==> src/design/tws_pkg.sv <==
// Shared types and constants of the tachometer speed estimator
package tws_pkg;

    // Input word operations
    localparam logic [1:0] OP_EDGE     = 2'd0;
    localparam logic [1:0] OP_OVERFLOW = 2'd1;
    localparam logic [1:0] OP_TICK     = 2'd2;
    localparam logic [1:0] OP_CLEAR    = 2'd3;

    // Configuration register indexes
    localparam logic [2:0] CFG_SPEED_SCALE    = 3'd0;
    localparam logic [2:0] CFG_MAX_RATIO_FAST = 3'd1;
    localparam logic [2:0] CFG_MIN_RATIO_FAST = 3'd2;
    localparam logic [2:0] CFG_MAX_RATIO_SLOW = 3'd3;
    localparam logic [2:0] CFG_MIN_RATIO_SLOW = 3'd4;
    localparam logic [2:0] CFG_SLOW_LIMIT     = 3'd5;
    localparam logic [2:0] CFG_TIMEOUT        = 3'd6;

    // Configuration reset values
    localparam logic [31:0] RST_SPEED_SCALE    = 32'd7680000;
    localparam logic [15:0] RST_MAX_RATIO_FAST = 16'd512;
    localparam logic [15:0] RST_MIN_RATIO_FAST = 16'd128;
    localparam logic [15:0] RST_MAX_RATIO_SLOW = 16'd1024;
    localparam logic [15:0] RST_MIN_RATIO_SLOW = 16'd64;
    localparam logic [15:0] RST_SLOW_LIMIT     = 16'd256;
    localparam logic [15:0] RST_TIMEOUT        = 16'd40;

    // Filter weights: new = (7*old + 3*sample) / 10
    localparam logic [27:0] EMA_KEEP = 28'd7;
    localparam logic [27:0] EMA_NEW  = 28'd3;
    localparam logic [27:0] EMA_DIV  = 28'd10;

    // Published speed must reach 0.01 m/s to add distance
    localparam logic [15:0] MIN_DIST_SPEED = 16'd3;
    localparam logic [23:0] MAX_SPEED24    = 24'hFF_FFFF;
    localparam logic [15:0] MAX_U16        = 16'hFFFF;

    // Divider status toward the sequencer
    typedef struct packed {
        logic busy;
        logic done;
    } div_stat_t;

endpackage

==> src/design/tws_ram.sv <==
// Generic single-write, single-read RAM with registered read data
module tws_ram #(
    parameter int WIDTH = 32,
    parameter int DEPTH = 6
) (
    input  logic                                  clk,
    input  logic                                  we,
    input  logic [((DEPTH > 1) ? $clog2(DEPTH) : 1)-1:0] waddr,
    input  logic [WIDTH-1:0]                      wdata,
    input  logic [((DEPTH > 1) ? $clog2(DEPTH) : 1)-1:0] raddr,
    output logic [WIDTH-1:0]                      rdata
);

    logic [WIDTH-1:0] mem [DEPTH];

    // Write and read the array
    always_ff @(posedge clk)
    begin
        if (we)
        begin
            mem[waddr] <= wdata;
        end
        rdata <= mem[raddr];
    end

endmodule

==> src/design/tws_div.sv <==
// Bit-serial restoring divider, one quotient bit per cycle
module tws_div
    import tws_pkg::*;
#(
    parameter int W = 35
) (
    input  logic         clk,
    input  logic         rst_n,
    input  logic         start,
    input  logic [W-1:0] num,
    input  logic [W-1:0] den,
    output logic [W-1:0] quo,
    output div_stat_t    stat
);

    localparam int CNT_W = $clog2(W);

    logic             busy_reg;
    logic             done_reg;
    logic [CNT_W-1:0] cnt_reg;
    logic [W-1:0]     rem_reg;
    logic [W-1:0]     quo_reg;
    logic [W-1:0]     den_reg;

    logic [W:0]       rem_shift;
    logic [W:0]       rem_diff;

    // Shift in the next numerator bit and trial-subtract
    assign rem_shift = {rem_reg, quo_reg[W-1]};
    assign rem_diff  = rem_shift - {1'b0, den_reg};

    always_ff @(posedge clk or negedge rst_n)
    begin
        if (!rst_n)
        begin
            busy_reg <= 1'b0;
            done_reg <= 1'b0;
            cnt_reg  <= '0;
            rem_reg  <= '0;
            quo_reg  <= '0;
            den_reg  <= '0;
        end
        else
        begin
            done_reg <= 1'b0;
            if (start)
            begin
                busy_reg <= 1'b1;
                cnt_reg  <= '0;
                rem_reg  <= '0;
                quo_reg  <= num;
                den_reg  <= den;
            end
            else if (busy_reg)
            begin
                if (!rem_diff[W])
                begin
                    rem_reg <= rem_diff[W-1:0];
                    quo_reg <= {quo_reg[W-2:0], 1'b1};
                end
                else
                begin
                    rem_reg <= rem_shift[W-1:0];
                    quo_reg <= {quo_reg[W-2:0], 1'b0};
                end
                cnt_reg <= cnt_reg + 1'b1;
                if (cnt_reg == CNT_W'(W - 1))
                begin
                    busy_reg <= 1'b0;
                    done_reg <= 1'b1;
                end
            end
        end
    end

    assign quo       = quo_reg;
    assign stat.busy = busy_reg;
    assign stat.done = done_reg;

endmodule

==> src/design/tacho_wheel_speed_estimator.sv <==
// Tachometer wheel speed estimator: top level sequencer and state
// Overflow, tick and clear words and zero periods go from S_IDLE straight to S_FINISH.
// Other edges: serial ratio products in S_MUL and S_CMP when the check applies (ending there if rejected),
// then S_WRITE, a read and an add per summed ring entry, two divider passes (rate, then filter)
// and S_FINISH for the hand-off to the output register; the bit-serial divider does the division.
// One word is in work at a time; a finished word waits until the output register is free.
// Reset (rst_n, async, low) clears all state and loads the register defaults.
module tacho_wheel_speed_estimator
    import tws_pkg::*;
#(
    parameter int WINDOW_DEPTH = 6
) (
    input  logic        clk,
    input  logic        rst_n,
    input  logic        cfg_we,
    input  logic [2:0]  cfg_index,
    input  logic [31:0] cfg_data,
    input  logic        in_valid,
    output logic        in_ready,
    input  logic [1:0]  op,
    input  logic [15:0] capture_value,
    output logic        out_valid,
    input  logic        out_ready,
    output logic [15:0] speed_now,
    output logic [47:0] distance,
    output logic        period_accepted,
    output logic        timed_out
);

    localparam int POS_W  = (WINDOW_DEPTH > 1) ? $clog2(WINDOW_DEPTH) : 1;
    localparam int FILL_W = $clog2(WINDOW_DEPTH + 1);
    localparam int DIV_W  = 32 + FILL_W;

    typedef enum logic [3:0] {
        S_IDLE,
        S_MUL,
        S_CMP,
        S_WRITE,
        S_SUM_RD,
        S_SUM_ACC,
        S_RATE_GO,
        S_RATE_WAIT,
        S_EMA_GO,
        S_EMA_WAIT,
        S_FINISH
    } state_t;

    state_t state_reg;

    // Configuration registers
    logic [31:0] speed_scale_reg;
    logic [15:0] max_fast_reg;
    logic [15:0] min_fast_reg;
    logic [15:0] max_slow_reg;
    logic [15:0] min_slow_reg;
    logic [15:0] slow_limit_reg;
    logic [15:0] timeout_reg;

    // Estimator state
    logic [15:0]       ovf_cnt_reg;
    logic [31:0]       last_ts_reg;
    logic [POS_W-1:0]  ring_pos_reg;
    logic [FILL_W-1:0] ring_fill_reg;
    logic [31:0]       last_valid_reg;
    logic [23:0]       filtered_reg;
    logic [15:0]       published_reg;
    logic              pending_reg;
    logic [47:0]       dist_reg;
    logic [15:0]       ticks_reg;

    // Edge work registers
    logic [31:0]       per_reg;
    logic [15:0]       hi_lim_reg;
    logic [15:0]       lo_lim_reg;
    logic [47:0]       mcand_reg;
    logic [47:0]       acc_hi_reg;
    logic [47:0]       acc_lo_reg;
    logic [3:0]        mul_cnt_reg;
    logic [FILL_W-1:0] rd_cnt_reg;
    logic [DIV_W-1:0]  sum_reg;
    logic [23:0]       sp_reg;

    // Result staging and output registers
    logic [15:0] res_speed_reg;
    logic [47:0] res_dist_reg;
    logic        res_acc_reg;
    logic        res_tmo_reg;
    logic        out_valid_reg;
    logic [15:0] out_speed_reg;
    logic [47:0] out_dist_reg;
    logic        out_acc_reg;
    logic        out_tmo_reg;

    // Combinational helpers
    logic              in_fire;
    logic [31:0]       stamp;
    logic [31:0]       per;
    logic              use_slow;
    logic              ratio_check;
    logic [15:0]       ticks_inc;
    logic              tmo;
    logic [23:0]       filt_after;
    logic [15:0]       pub_after;
    logic [47:0]       dist_tick;
    logic [47:0]       scaled;
    logic              out_free;
    logic [DIV_W-1:0]  rate_num;
    logic [27:0]       ema_num;
    logic              div_start;
    logic [DIV_W-1:0]  div_num;
    logic [DIV_W-1:0]  div_den;
    logic [DIV_W-1:0]  div_quo;
    div_stat_t         div_stat;
    logic [31:0]       ram_rdata;

    assign in_ready = (state_reg == S_IDLE);
    assign in_fire  = in_valid && in_ready;
    assign out_free = !out_valid_reg || out_ready;

    // Extend the capture and take the period
    assign stamp       = {ovf_cnt_reg, capture_value};
    assign per         = stamp - last_ts_reg;
    assign use_slow    = (filtered_reg < {8'd0, slow_limit_reg});
    assign ratio_check = (last_valid_reg != 32'd0) && (filtered_reg != 24'd0);
    assign scaled      = {8'd0, per_reg, 8'd0};

    // Tick: integrate, time out, publish
    assign ticks_inc  = (ticks_reg != MAX_U16) ? ticks_reg + 16'd1 : ticks_reg;
    assign tmo        = (ticks_inc > timeout_reg);
    assign dist_tick  = (published_reg >= MIN_DIST_SPEED) ?
                        dist_reg + {32'd0, published_reg} : dist_reg;
    assign filt_after = tmo ? 24'd0 : filtered_reg;
    always_comb
    begin
        if (pending_reg)
        begin
            pub_after = (|filt_after[23:16]) ? MAX_U16 : filt_after[15:0];
        end
        else if (tmo)
        begin
            pub_after = 16'd0;
        end
        else
        begin
            pub_after = published_reg;
        end
    end

    // Divider operands: rate first, then the filter update
    assign rate_num  = DIV_W'(speed_scale_reg) * DIV_W'(ring_fill_reg);
    assign ema_num   = 28'(filtered_reg) * EMA_KEEP + 28'(sp_reg) * EMA_NEW;
    assign div_start = (state_reg == S_RATE_GO) || (state_reg == S_EMA_GO);
    assign div_num   = (state_reg == S_RATE_GO) ? rate_num : DIV_W'(ema_num);
    assign div_den   = (state_reg == S_RATE_GO) ? sum_reg : DIV_W'(EMA_DIV);

    tws_div #(
        .W (DIV_W)
    ) u_div (
        .clk   (clk),
        .rst_n (rst_n),
        .start (div_start),
        .num   (div_num),
        .den   (div_den),
        .quo   (div_quo),
        .stat  (div_stat)
    );

    tws_ram #(
        .WIDTH (32),
        .DEPTH (WINDOW_DEPTH)
    ) u_ring (
        .clk   (clk),
        .we    (state_reg == S_WRITE),
        .waddr (ring_pos_reg),
        .wdata (per_reg),
        .raddr (rd_cnt_reg[POS_W-1:0]),
        .rdata (ram_rdata)
    );

    // Configuration writes
    always_ff @(posedge clk or negedge rst_n)
    begin
        if (!rst_n)
        begin
            speed_scale_reg <= RST_SPEED_SCALE;
            max_fast_reg    <= RST_MAX_RATIO_FAST;
            min_fast_reg    <= RST_MIN_RATIO_FAST;
            max_slow_reg    <= RST_MAX_RATIO_SLOW;
            min_slow_reg    <= RST_MIN_RATIO_SLOW;
            slow_limit_reg  <= RST_SLOW_LIMIT;
            timeout_reg     <= RST_TIMEOUT;
        end
        else if (cfg_we)
        begin
            case (cfg_index)
                CFG_SPEED_SCALE:    speed_scale_reg <= cfg_data;
                CFG_MAX_RATIO_FAST: max_fast_reg    <= cfg_data[15:0];
                CFG_MIN_RATIO_FAST: min_fast_reg    <= cfg_data[15:0];
                CFG_MAX_RATIO_SLOW: max_slow_reg    <= cfg_data[15:0];
                CFG_MIN_RATIO_SLOW: min_slow_reg    <= cfg_data[15:0];
                CFG_SLOW_LIMIT:     slow_limit_reg  <= cfg_data[15:0];
                CFG_TIMEOUT:        timeout_reg     <= cfg_data[15:0];
                default:            ;
            endcase
        end
    end

    // Sequencer, estimator state and output register
    always_ff @(posedge clk or negedge rst_n)
    begin
        if (!rst_n)
        begin
            state_reg      <= S_IDLE;
            ovf_cnt_reg    <= '0;
            last_ts_reg    <= '0;
            ring_pos_reg   <= '0;
            ring_fill_reg  <= '0;
            last_valid_reg <= '0;
            filtered_reg   <= '0;
            published_reg  <= '0;
            pending_reg    <= 1'b0;
            dist_reg       <= '0;
            ticks_reg      <= '0;
            per_reg        <= '0;
            hi_lim_reg     <= '0;
            lo_lim_reg     <= '0;
            mcand_reg      <= '0;
            acc_hi_reg     <= '0;
            acc_lo_reg     <= '0;
            mul_cnt_reg    <= '0;
            rd_cnt_reg     <= '0;
            sum_reg        <= '0;
            sp_reg         <= '0;
            res_speed_reg  <= '0;
            res_dist_reg   <= '0;
            res_acc_reg    <= 1'b0;
            res_tmo_reg    <= 1'b0;
            out_valid_reg  <= 1'b0;
            out_speed_reg  <= '0;
            out_dist_reg   <= '0;
            out_acc_reg    <= 1'b0;
            out_tmo_reg    <= 1'b0;
        end
        else
        begin
            // Drop the output word once taken
            if (out_valid_reg && out_ready)
            begin
                out_valid_reg <= 1'b0;
            end

            case (state_reg)
                S_IDLE:
                begin
                    if (in_fire)
                    begin
                        res_acc_reg <= 1'b0;
                        res_tmo_reg <= 1'b0;
                        state_reg   <= S_FINISH;
                        case (op)
                            OP_EDGE:
                            begin
                                last_ts_reg   <= stamp;
                                ticks_reg     <= '0;
                                pending_reg   <= 1'b1;
                                per_reg       <= per;
                                res_speed_reg <= published_reg;
                                res_dist_reg  <= dist_reg;
                                hi_lim_reg    <= use_slow ? max_slow_reg : max_fast_reg;
                                lo_lim_reg    <= use_slow ? min_slow_reg : min_fast_reg;
                                mcand_reg     <= {16'd0, last_valid_reg};
                                acc_hi_reg    <= '0;
                                acc_lo_reg    <= '0;
                                mul_cnt_reg   <= '0;
                                if (per == 32'd0)
                                begin
                                    state_reg <= S_FINISH;
                                end
                                else if (ratio_check)
                                begin
                                    state_reg <= S_MUL;
                                end
                                else
                                begin
                                    state_reg <= S_WRITE;
                                end
                            end
                            OP_OVERFLOW:
                            begin
                                ovf_cnt_reg   <= ovf_cnt_reg + 16'd1;
                                res_speed_reg <= published_reg;
                                res_dist_reg  <= dist_reg;
                            end
                            OP_TICK:
                            begin
                                dist_reg      <= dist_tick;
                                ticks_reg     <= ticks_inc;
                                pending_reg   <= 1'b0;
                                published_reg <= pub_after;
                                filtered_reg  <= filt_after;
                                if (tmo)
                                begin
                                    ring_fill_reg  <= '0;
                                    ring_pos_reg   <= '0;
                                    last_valid_reg <= '0;
                                end
                                res_speed_reg <= pub_after;
                                res_dist_reg  <= dist_tick;
                                res_tmo_reg   <= tmo;
                            end
                            OP_CLEAR:
                            begin
                                dist_reg      <= '0;
                                res_speed_reg <= published_reg;
                                res_dist_reg  <= dist_reg;
                            end
                            default:
                            begin
                                res_speed_reg <= published_reg;
                                res_dist_reg  <= dist_reg;
                            end
                        endcase
                    end
                end

                // Form limit*last_valid one limit bit a cycle
                S_MUL:
                begin
                    if (hi_lim_reg[0])
                    begin
                        acc_hi_reg <= acc_hi_reg + mcand_reg;
                    end
                    if (lo_lim_reg[0])
                    begin
                        acc_lo_reg <= acc_lo_reg + mcand_reg;
                    end
                    hi_lim_reg  <= {1'b0, hi_lim_reg[15:1]};
                    lo_lim_reg  <= {1'b0, lo_lim_reg[15:1]};
                    mcand_reg   <= {mcand_reg[46:0], 1'b0};
                    mul_cnt_reg <= mul_cnt_reg + 4'd1;
                    if (mul_cnt_reg == 4'd15)
                    begin
                        state_reg <= S_CMP;
                    end
                end

                // Reject ratio outliers
                S_CMP:
                begin
                    if ((scaled > acc_hi_reg) || (scaled < acc_lo_reg))
                    begin
                        state_reg <= S_FINISH;
                    end
                    else
                    begin
                        state_reg <= S_WRITE;
                    end
                end

                // Store the period in the ring
                S_WRITE:
                begin
                    last_valid_reg <= per_reg;
                    ring_pos_reg   <= (ring_pos_reg == POS_W'(WINDOW_DEPTH - 1)) ?
                                      '0 : ring_pos_reg + 1'b1;
                    if (ring_fill_reg < FILL_W'(WINDOW_DEPTH))
                    begin
                        ring_fill_reg <= ring_fill_reg + 1'b1;
                    end
                    rd_cnt_reg <= '0;
                    sum_reg    <= '0;
                    state_reg  <= S_SUM_RD;
                end

                // Sum the filled entries, one read per entry
                S_SUM_RD:
                begin
                    state_reg <= S_SUM_ACC;
                end

                S_SUM_ACC:
                begin
                    sum_reg    <= sum_reg + DIV_W'(ram_rdata);
                    rd_cnt_reg <= rd_cnt_reg + 1'b1;
                    if (FILL_W'(rd_cnt_reg + 1'b1) == ring_fill_reg)
                    begin
                        state_reg <= S_RATE_GO;
                    end
                    else
                    begin
                        state_reg <= S_SUM_RD;
                    end
                end

                S_RATE_GO:
                begin
                    state_reg <= S_RATE_WAIT;
                end

                // Saturate the raw speed
                S_RATE_WAIT:
                begin
                    if (div_stat.done)
                    begin
                        if (sum_reg == '0)
                        begin
                            sp_reg <= '0;
                        end
                        else if (|div_quo[DIV_W-1:24])
                        begin
                            sp_reg <= MAX_SPEED24;
                        end
                        else
                        begin
                            sp_reg <= div_quo[23:0];
                        end
                        state_reg <= S_EMA_GO;
                    end
                end

                S_EMA_GO:
                begin
                    state_reg <= S_EMA_WAIT;
                end

                // Update the smoothed speed
                S_EMA_WAIT:
                begin
                    if (div_stat.done)
                    begin
                        filtered_reg <= div_quo[23:0];
                        res_acc_reg  <= 1'b1;
                        state_reg    <= S_FINISH;
                    end
                end

                // Hand the word to the output register
                S_FINISH:
                begin
                    if (out_free)
                    begin
                        out_valid_reg <= 1'b1;
                        out_speed_reg <= res_speed_reg;
                        out_dist_reg  <= res_dist_reg;
                        out_acc_reg   <= res_acc_reg;
                        out_tmo_reg   <= res_tmo_reg;
                        state_reg     <= S_IDLE;
                    end
                end

                default:
                begin
                    state_reg <= S_IDLE;
                end
            endcase
        end
    end

    assign out_valid       = out_valid_reg;
    assign speed_now       = out_speed_reg;
    assign distance        = out_dist_reg;
    assign period_accepted = out_acc_reg;
    assign timed_out       = out_tmo_reg;

endmodule

==> config.mk <==
export PLATFORM = sky130hd
export DESIGN_NAME = tacho_wheel_speed_estimator
export DESIGN_NICKNAME = d
export VERILOG_FILES = /design/src/design/tws_pkg.sv /design/src/design/tws_ram.sv /design/src/design/tws_div.sv /design/src/design/tacho_wheel_speed_estimator.sv
export SDC_FILE = /design/constraint.sdc
export NUM_CORES = 2
export LEC_CHECK = 0
export ABC_AREA = 1
export BUFFER_PORTS_ARGS = -buffer_cell sky130_fd_sc_hd__buf_2
export CORE_MARGIN = 3
export CORE_UTILIZATION = 63
export CTS_BUF_LIST = sky130_fd_sc_hd__clkbuf_8 sky130_fd_sc_hd__clkbuf_16
export CTS_CLUSTER_SIZE = 28
export DETAILED_ROUTE_END_ITERATION = 8
export HOLD_SLACK_MARGIN = 0.05
export PLACE_DENSITY = 0.8
export REMOVE_ABC_BUFFERS = 1
export SKIP_LAST_GASP = 1
export SLEW_MARGIN = 15
export SYNTH_ARGS = -nofsm -noshare
export SYNTH_HDL_FRONTEND = slang
export SYNTH_HIERARCHICAL = 1
export SYNTH_SLANG_ARGS = --single-unit
export TNS_END_PERCENT = 1
==> constraint.sdc <==
create_clock -name clk -period 13.1 [get_ports clk]
set_clock_uncertainty 0.15 [all_clocks]
set_input_delay 1.965 -clock clk [delete_from_list [all_inputs] [get_ports clk]]
set_output_delay 1.965 -clock clk [all_outputs]
set_load 0.01 [all_outputs]
== Yosys cells after proc, flatten, opt, wreduce, memory -nomap -nowiden ==
Memory sizes are Yosys's and may differ from the RTL's. A register that Yosys moved wholly into a read port is not among the register bits.
Cells that the tools add are included.

* Register bits after elaboration: 843
* Bits in latches: 0
* Bits in writable memories: 192
* ROM bits: 0
* Input port bits: 58
* Output and inout bits: 68
* Memories: 1

{| class="wikitable"
|+ Memories
! memory !! words !! width !! read ports !! clocked after memory_dff !! wr ports !! line !! source
|-
| u_ring.mem || 6 || 32 || 1 || 1 || 1 || tws_ram.sv:14 || <nowiki>logic [WIDTH-1:0] mem [DEPTH];</nowiki>
|}

* $add $sub $neg: 14
* $mul: 3
* Divide/modulo/power cells: 0
* Magnitude comparators: 6
* Equal/unequal tests: 35
* Shift-type cells: 0
* Multiplexer cells: 86
* Bitwise gates (word level): 0
* Reduce and logical (&&, ||, !) cells: 47

{| class="wikitable"
|+ Operators with widths
! kind !! number
|-
| case mux 48 bit (2 select lines) || 5
|-
| two-way mux 48 bit || 7
|-
| two-way mux 35 bit || 7
|-
| two-way mux 16 bit || 10
|-
| two-way mux 24 bit || 6
|-
| case mux 16 bit (2 select lines) || 4
|-
| adder 48 bit || 2
|-
| two-way mux 32 bit || 3
|-
| case mux 35 bit (2 select lines) || 1
|-
| case mux 32 bit (2 select lines) || 1
|-
| adder 48 x 16 -> 48 bit || 1
|-
| > comparator 40 x 48 -> 1 bit || 1
|-
| less-than comparator 40 x 48 -> 1 bit || 1
|-
| case mux 24 bit (2 select lines) || 1
|-
| case mux 4 bit (11 select lines) || 1
|-
| two-way mux 4 bit || 10
|-
| subtractor 36 x 35 -> 36 bit || 1
|-
| adder 35 x 32 -> 35 bit || 1
|-
| logical NOT 35 bit || 1
|-
| multiplier 32 x 3 -> 35 bit || 1
|-
| adder 16 x 1 -> 16 bit (second input constant) || 2
|-
| logical NOT 32 bit || 1
|-
| nonzero test 32 bit || 1
|-
| subtractor 32 bit || 1
|-
| 46 further kinds || 121
|}

== Logic depth before layout (Yosys ltp) ==
* Word-level depth: 8
* Mapped depth: 24

== Hierarchy ==
Netlist, hierarchy kept.

{| class="wikitable"
|+ Modules (own cells, without submodules)
! module !! instances !! cells each !! area each (um^2) !! seq. area each (um^2)
|-
| tacho_wheel_speed_estimator || 1 || 6,715 || 50,156.9 || 18,285.0
|-
| tws_ram || 1 || 627 || 8,159.1 || 6,406.1
|-
| tws_div || 1 || 1,154 || 7,870.0 || 2,827.7
|}

== Least setup slack after synthesis ==
Ideal clock, no wire load.

* Kind: register to register
* Start: reg filtered_reg[1]
* End: reg u_div.quo_reg[20] (netlist: u_div/quo[20])
* Setup time: 0.142 ns
* Data arrival time: 4.095 ns
* Slack: 8.713 ns
* Stages on the path, launching flop included: 24
* Clock period less this slack: 4.387 ns
* Cell sequence: dfrtp_1 > inv_1 > fa_1 > inv_1 > fa_1 > inv_1 > fa_1 > inv_1 > ha_1 > a21oi_1 > nand2_1 > a21oi_1 > inv_1 > nand2_1 > nand2_1 > a21boi_0 > o21bai_1 > nand3_1 > nand2_1 > or2_2 > nand3_1 > nand2_1 > nand2_1 > o221ai_1

* Word-level cells in the longest chain between the ends: 4

{| class="wikitable"
|+ Ends and longest elaborated chain
! item !! line !! source
|-
| from (decl) || tacho_wheel_speed_estimator.sv:65 || <nowiki>logic [23:0] filtered_reg;</nowiki>
|-
| from (signal assigned) || tacho_wheel_speed_estimator.sv:300 || <nowiki>filtered_reg <= filt_after;</nowiki>
|-
| from (signal assigned) || tacho_wheel_speed_estimator.sv:431 || <nowiki>filtered_reg <= div_quo[23:0];</nowiki>
|-
| multiplier 24 x 3 -> 27 bit || tacho_wheel_speed_estimator.sv:151 || <nowiki>assign ema_num = 28'(filtered_reg) * EMA_KEEP + 28'(sp_reg) * EMA_NEW;</nowiki>
|-
| adder 27 x 26 -> 28 bit || tacho_wheel_speed_estimator.sv:151 ||
|-
| two-way mux 35 bit || tacho_wheel_speed_estimator.sv:153 || <nowiki>assign div_num = (state_reg == S_RATE_GO) ? rate_num : DIV_W'(ema_num);</nowiki>
|-
| named net div_num[20] || tacho_wheel_speed_estimator.sv:110 || <nowiki>logic [DIV_W-1:0] div_num;</nowiki>
|-
| two-way mux 35 bit || tws_div.sv:46 || <nowiki>if (start)</nowiki>
|-
| to (signal assigned) || tws_div.sv:51 || <nowiki>quo_reg <= num;</nowiki>
|-
| to (signal assigned) || tws_div.sv:59 || <nowiki>quo_reg <= {quo_reg[W-2:0], 1'b1};</nowiki>
|-
| to (signal assigned) || tws_div.sv:64 || <nowiki>quo_reg <= {quo_reg[W-2:0], 1'b0};</nowiki>
|-
| to (decl) || tws_div.sv:22 || <nowiki>logic [W-1:0] quo_reg;</nowiki>
|}

The timed path passes the listed nets, and every way through them passes these cells.
A chain may end at the register's enable or synchronous reset.

== Final worst setup path ==
* Start: in in_valid
* End: reg acc_hi_reg[8]

* Word-level cells in the longest chain between the ends: 3

{| class="wikitable"
|+ Ends and longest elaborated chain
! item !! line !! source
|-
| from (decl) || tacho_wheel_speed_estimator.sv:18 || <nowiki>input logic in_valid,</nowiki>
|-
| logical AND 1 bit || tacho_wheel_speed_estimator.sv:117 || <nowiki>assign in_fire = in_valid && in_ready;</nowiki>
|-
| inequality test 2 x 1 -> 1 bit (no line) || n/a ||
|-
| AND reduction 4 bit (no line) || n/a ||
|-
| to (signal assigned) || tacho_wheel_speed_estimator.sv:331 || <nowiki>acc_hi_reg <= acc_hi_reg + mcand_reg;</nowiki>
|-
| to (decl) || tacho_wheel_speed_estimator.sv:76 || <nowiki>logic [47:0] acc_hi_reg;</nowiki>
|}

No other way between the ends.

==> impl_results.md <==
* Outcome: complete, no violations
* Largest net degree at the start of global routing at roughly 170
* CP endpoint kind: flip-flop
* Final Setup Violations at 0
* Fin crit period at around 5300 ps
* Mapped Cells at 8,495
* Routed wire per std cell at 19.5 um
* RSZ-0062 raised after global routing: false
* PortBufs at approximately 130
* Clock Root Buffer: clkbuf_16
* Commonest non-fill, non-tap cell in the layout: nand2_1
* Post-layout util at 0.691
* Flop pwr share at 0.331
* Clock Latency Late Sink at 730 ps
* Relative slew slack at 0.196
* Logic pwr share at 0.461
* Initial drt markers at 6,428
* # nets final at just over 9,000
* Leak at 35.1 nW
* Sw frac at 0.458
* Fmax at about 190 MHz
* Hold_buf cts at 0
* Tot GR Track Use at 0.354
* Most flops, register: u_ring/mem
* Critical Path Source Type: input port
* H-tree lvl count at 3
* Die width at 330 um
* CP cell instances: buf_2 > inv_1 > nor2_4 > inv_2 > buf_4 > a21oi_4 > o21ai_2 > inv_2 > nand2_2 > inv_2 > o21ai_0 > o22ai_1
* Vias in the first global route at approximately 56,000
* Post-Syn Area per Cell at ~8 um^2
* Die ar. at about 110,000 um^2
* Final Cycle Share at 0.402
* P_sw at between 0.007 and 0.008 W
* Routability cong. at 0.983
* Post_cts resized at 0
* Vias at 59,000
* Share of cells above drive strength 1 at 0.0617
* Pwr per Cell Area at roughly 230 nW/um^2
* Antenna violations before repair at 13
* Final Non-Filler Cells at 10,000
* Drt pass-1 iters at 6
* Placed instance count at 9,788
* HP Class: flip-flop to flip-flop
* Post-route cell area at 71,900 um^2
* Slowest CP cell: inv_2
* Largest register FFs at 192
* Crit Path Max Fanout at 53
* CP Class: input port to flip-flop
* CTS tree: done
* Setup bufs post-CTS at 0
* Clk pwr share at 0.208
* Critical path arrival at 5750 ps
* Max-Cap Viols at 0
* Syn-to-layout area delta at 8.58%
* Placeable Area at 104,000 um^2
* Die height at roughly 330 um
* CTS Buf Count at ~110
* Gr ovfl total at 0
* Ys Warns at 6
* Pint at 0.00882 W
* Final setup margin at 7830 ps
* Largest stage delay on the critical path at 640 ps
* Core Rows at approximately 120
* DP Area at between 60,000 and 70,000 um^2
* Worst VDD drop at 0.178 mV
* Most used cell, CP: inv_2
* Pins Over Slew Limit at 0
* Via density at approximately 5.9
* Sum Neg Setup Slack at 0 ps
* Clk sinks at approximately 1,100
* Most frequent cells in the layout: nand2_1, inv_1, o21ai_0, dfrtp_1, nor2_1
* Mapped Area at between 60,000 and 70,000 um^2
* # DRC at 0
* Worst Path Required at between 10,000 and 15,000 ps
* Top Ports at 126
* Antenna Nets Post-Route at 0
* Starting density of the core at 0.637
* First-pass GRT wire length at 306 mm
* Post-DP HPWL at 140 mm
* Drt total wl at roughly 190 mm
* Clk pin slew, worst setup/hold paths at 70 ps
* Worst Max-Slew Pin Slew at roughly 1200 ps
* Dpl ws at 7140 ps
* CTS Buffer Depth at 3
* Final Hold Fails at 0
## layout make-up
class / instances / area (um^2)
Multi-Input combinational cell: 5926 / 33000
Fill cell: 8511 / 32100
Sequential cell: 1067 / 27500
Inverter: 1238 / 4650
Clock buffer: 127 / 3010
Tap cell: 1380 / 1730
Timing Repair Buffer: 177 / 1050
Clock inverter: 82 / 915
Antenna cell: 10 / 25.0
## final timing paths
kind	startpoint	endpoint	slack, ps	depth (start not counted)
hold / removal	u_ring/mem[5][3]$_DFFE_PP_	u_ring/rdata[3]$_DFF_P_	300	2
min in group asynchronous	rst_n	u_div/rem_reg[9]$_DFFE_PN0P_	1070	1
setup reg to reg	state_reg[0]$_DFFE_PN0P_	acc_hi_reg[8]$_DFFE_PN0P_	7960	12
setup / recovery	in_valid	acc_hi_reg[8]$_DFFE_PN0P_	7830	12
max in group asynchronous	rst_n	acc_hi_reg[39]$_DFFE_PN0P_	9210	3
hold reg to reg	u_ring/mem[5][3]$_DFFE_PP_	u_ring/rdata[3]$_DFF_P_	300	2
## per-layer routing
layer	wire [um]	vias up	share of wire	GRT usage
li1	-	28100	-	-
met1	81600	27900	0.42	0.480
met2	88600	2514	0.45	0.568
met3	14100	512	0.072	0.0467
met4	10700	4	0.055	0.169
met5	27	-	0.00014	0
## power by group through the flow
| stage | registers [W] | logic [W] | clock network (W) |
|---|---|---|---|
| 6_report | 0.00538 | 0.00750 | 0.00339 |
| 5_1_grt | 0.00545 | 0.00847 | 0.00355 |
| 4_1_cts | 0.00535 | 0.00741 | 0.00342 |
| 3_5_place_dp | 0.00539 | 0.00734 | 0 |
| 3_3_place_gp | 0.00536 | 0.00715 | 0 |
| 2_1_floorplan | 0.00502 | 0.00525 | 0 |
## critical path, delay by kind of cell
| kind | cells | cell delay, ps |
|---|---|---|
| AOI/OAI and AO/OA | 4 | 1170 |
| buffers and inverters | 6 | 1800 |
| and+or+nand+nor | 2 | 750 |
## metrics by stage
step	power (W)	hold WS, ps
2_1_floorplan	0.0103	285
3_3_place_gp	0.0125	292
3_5_place_dp	0.0127	298
4_1_cts	0.0162	300
5_1_grt	0.0175	322
6_report	0.0163	298
(Power assumes the default switching activity.)
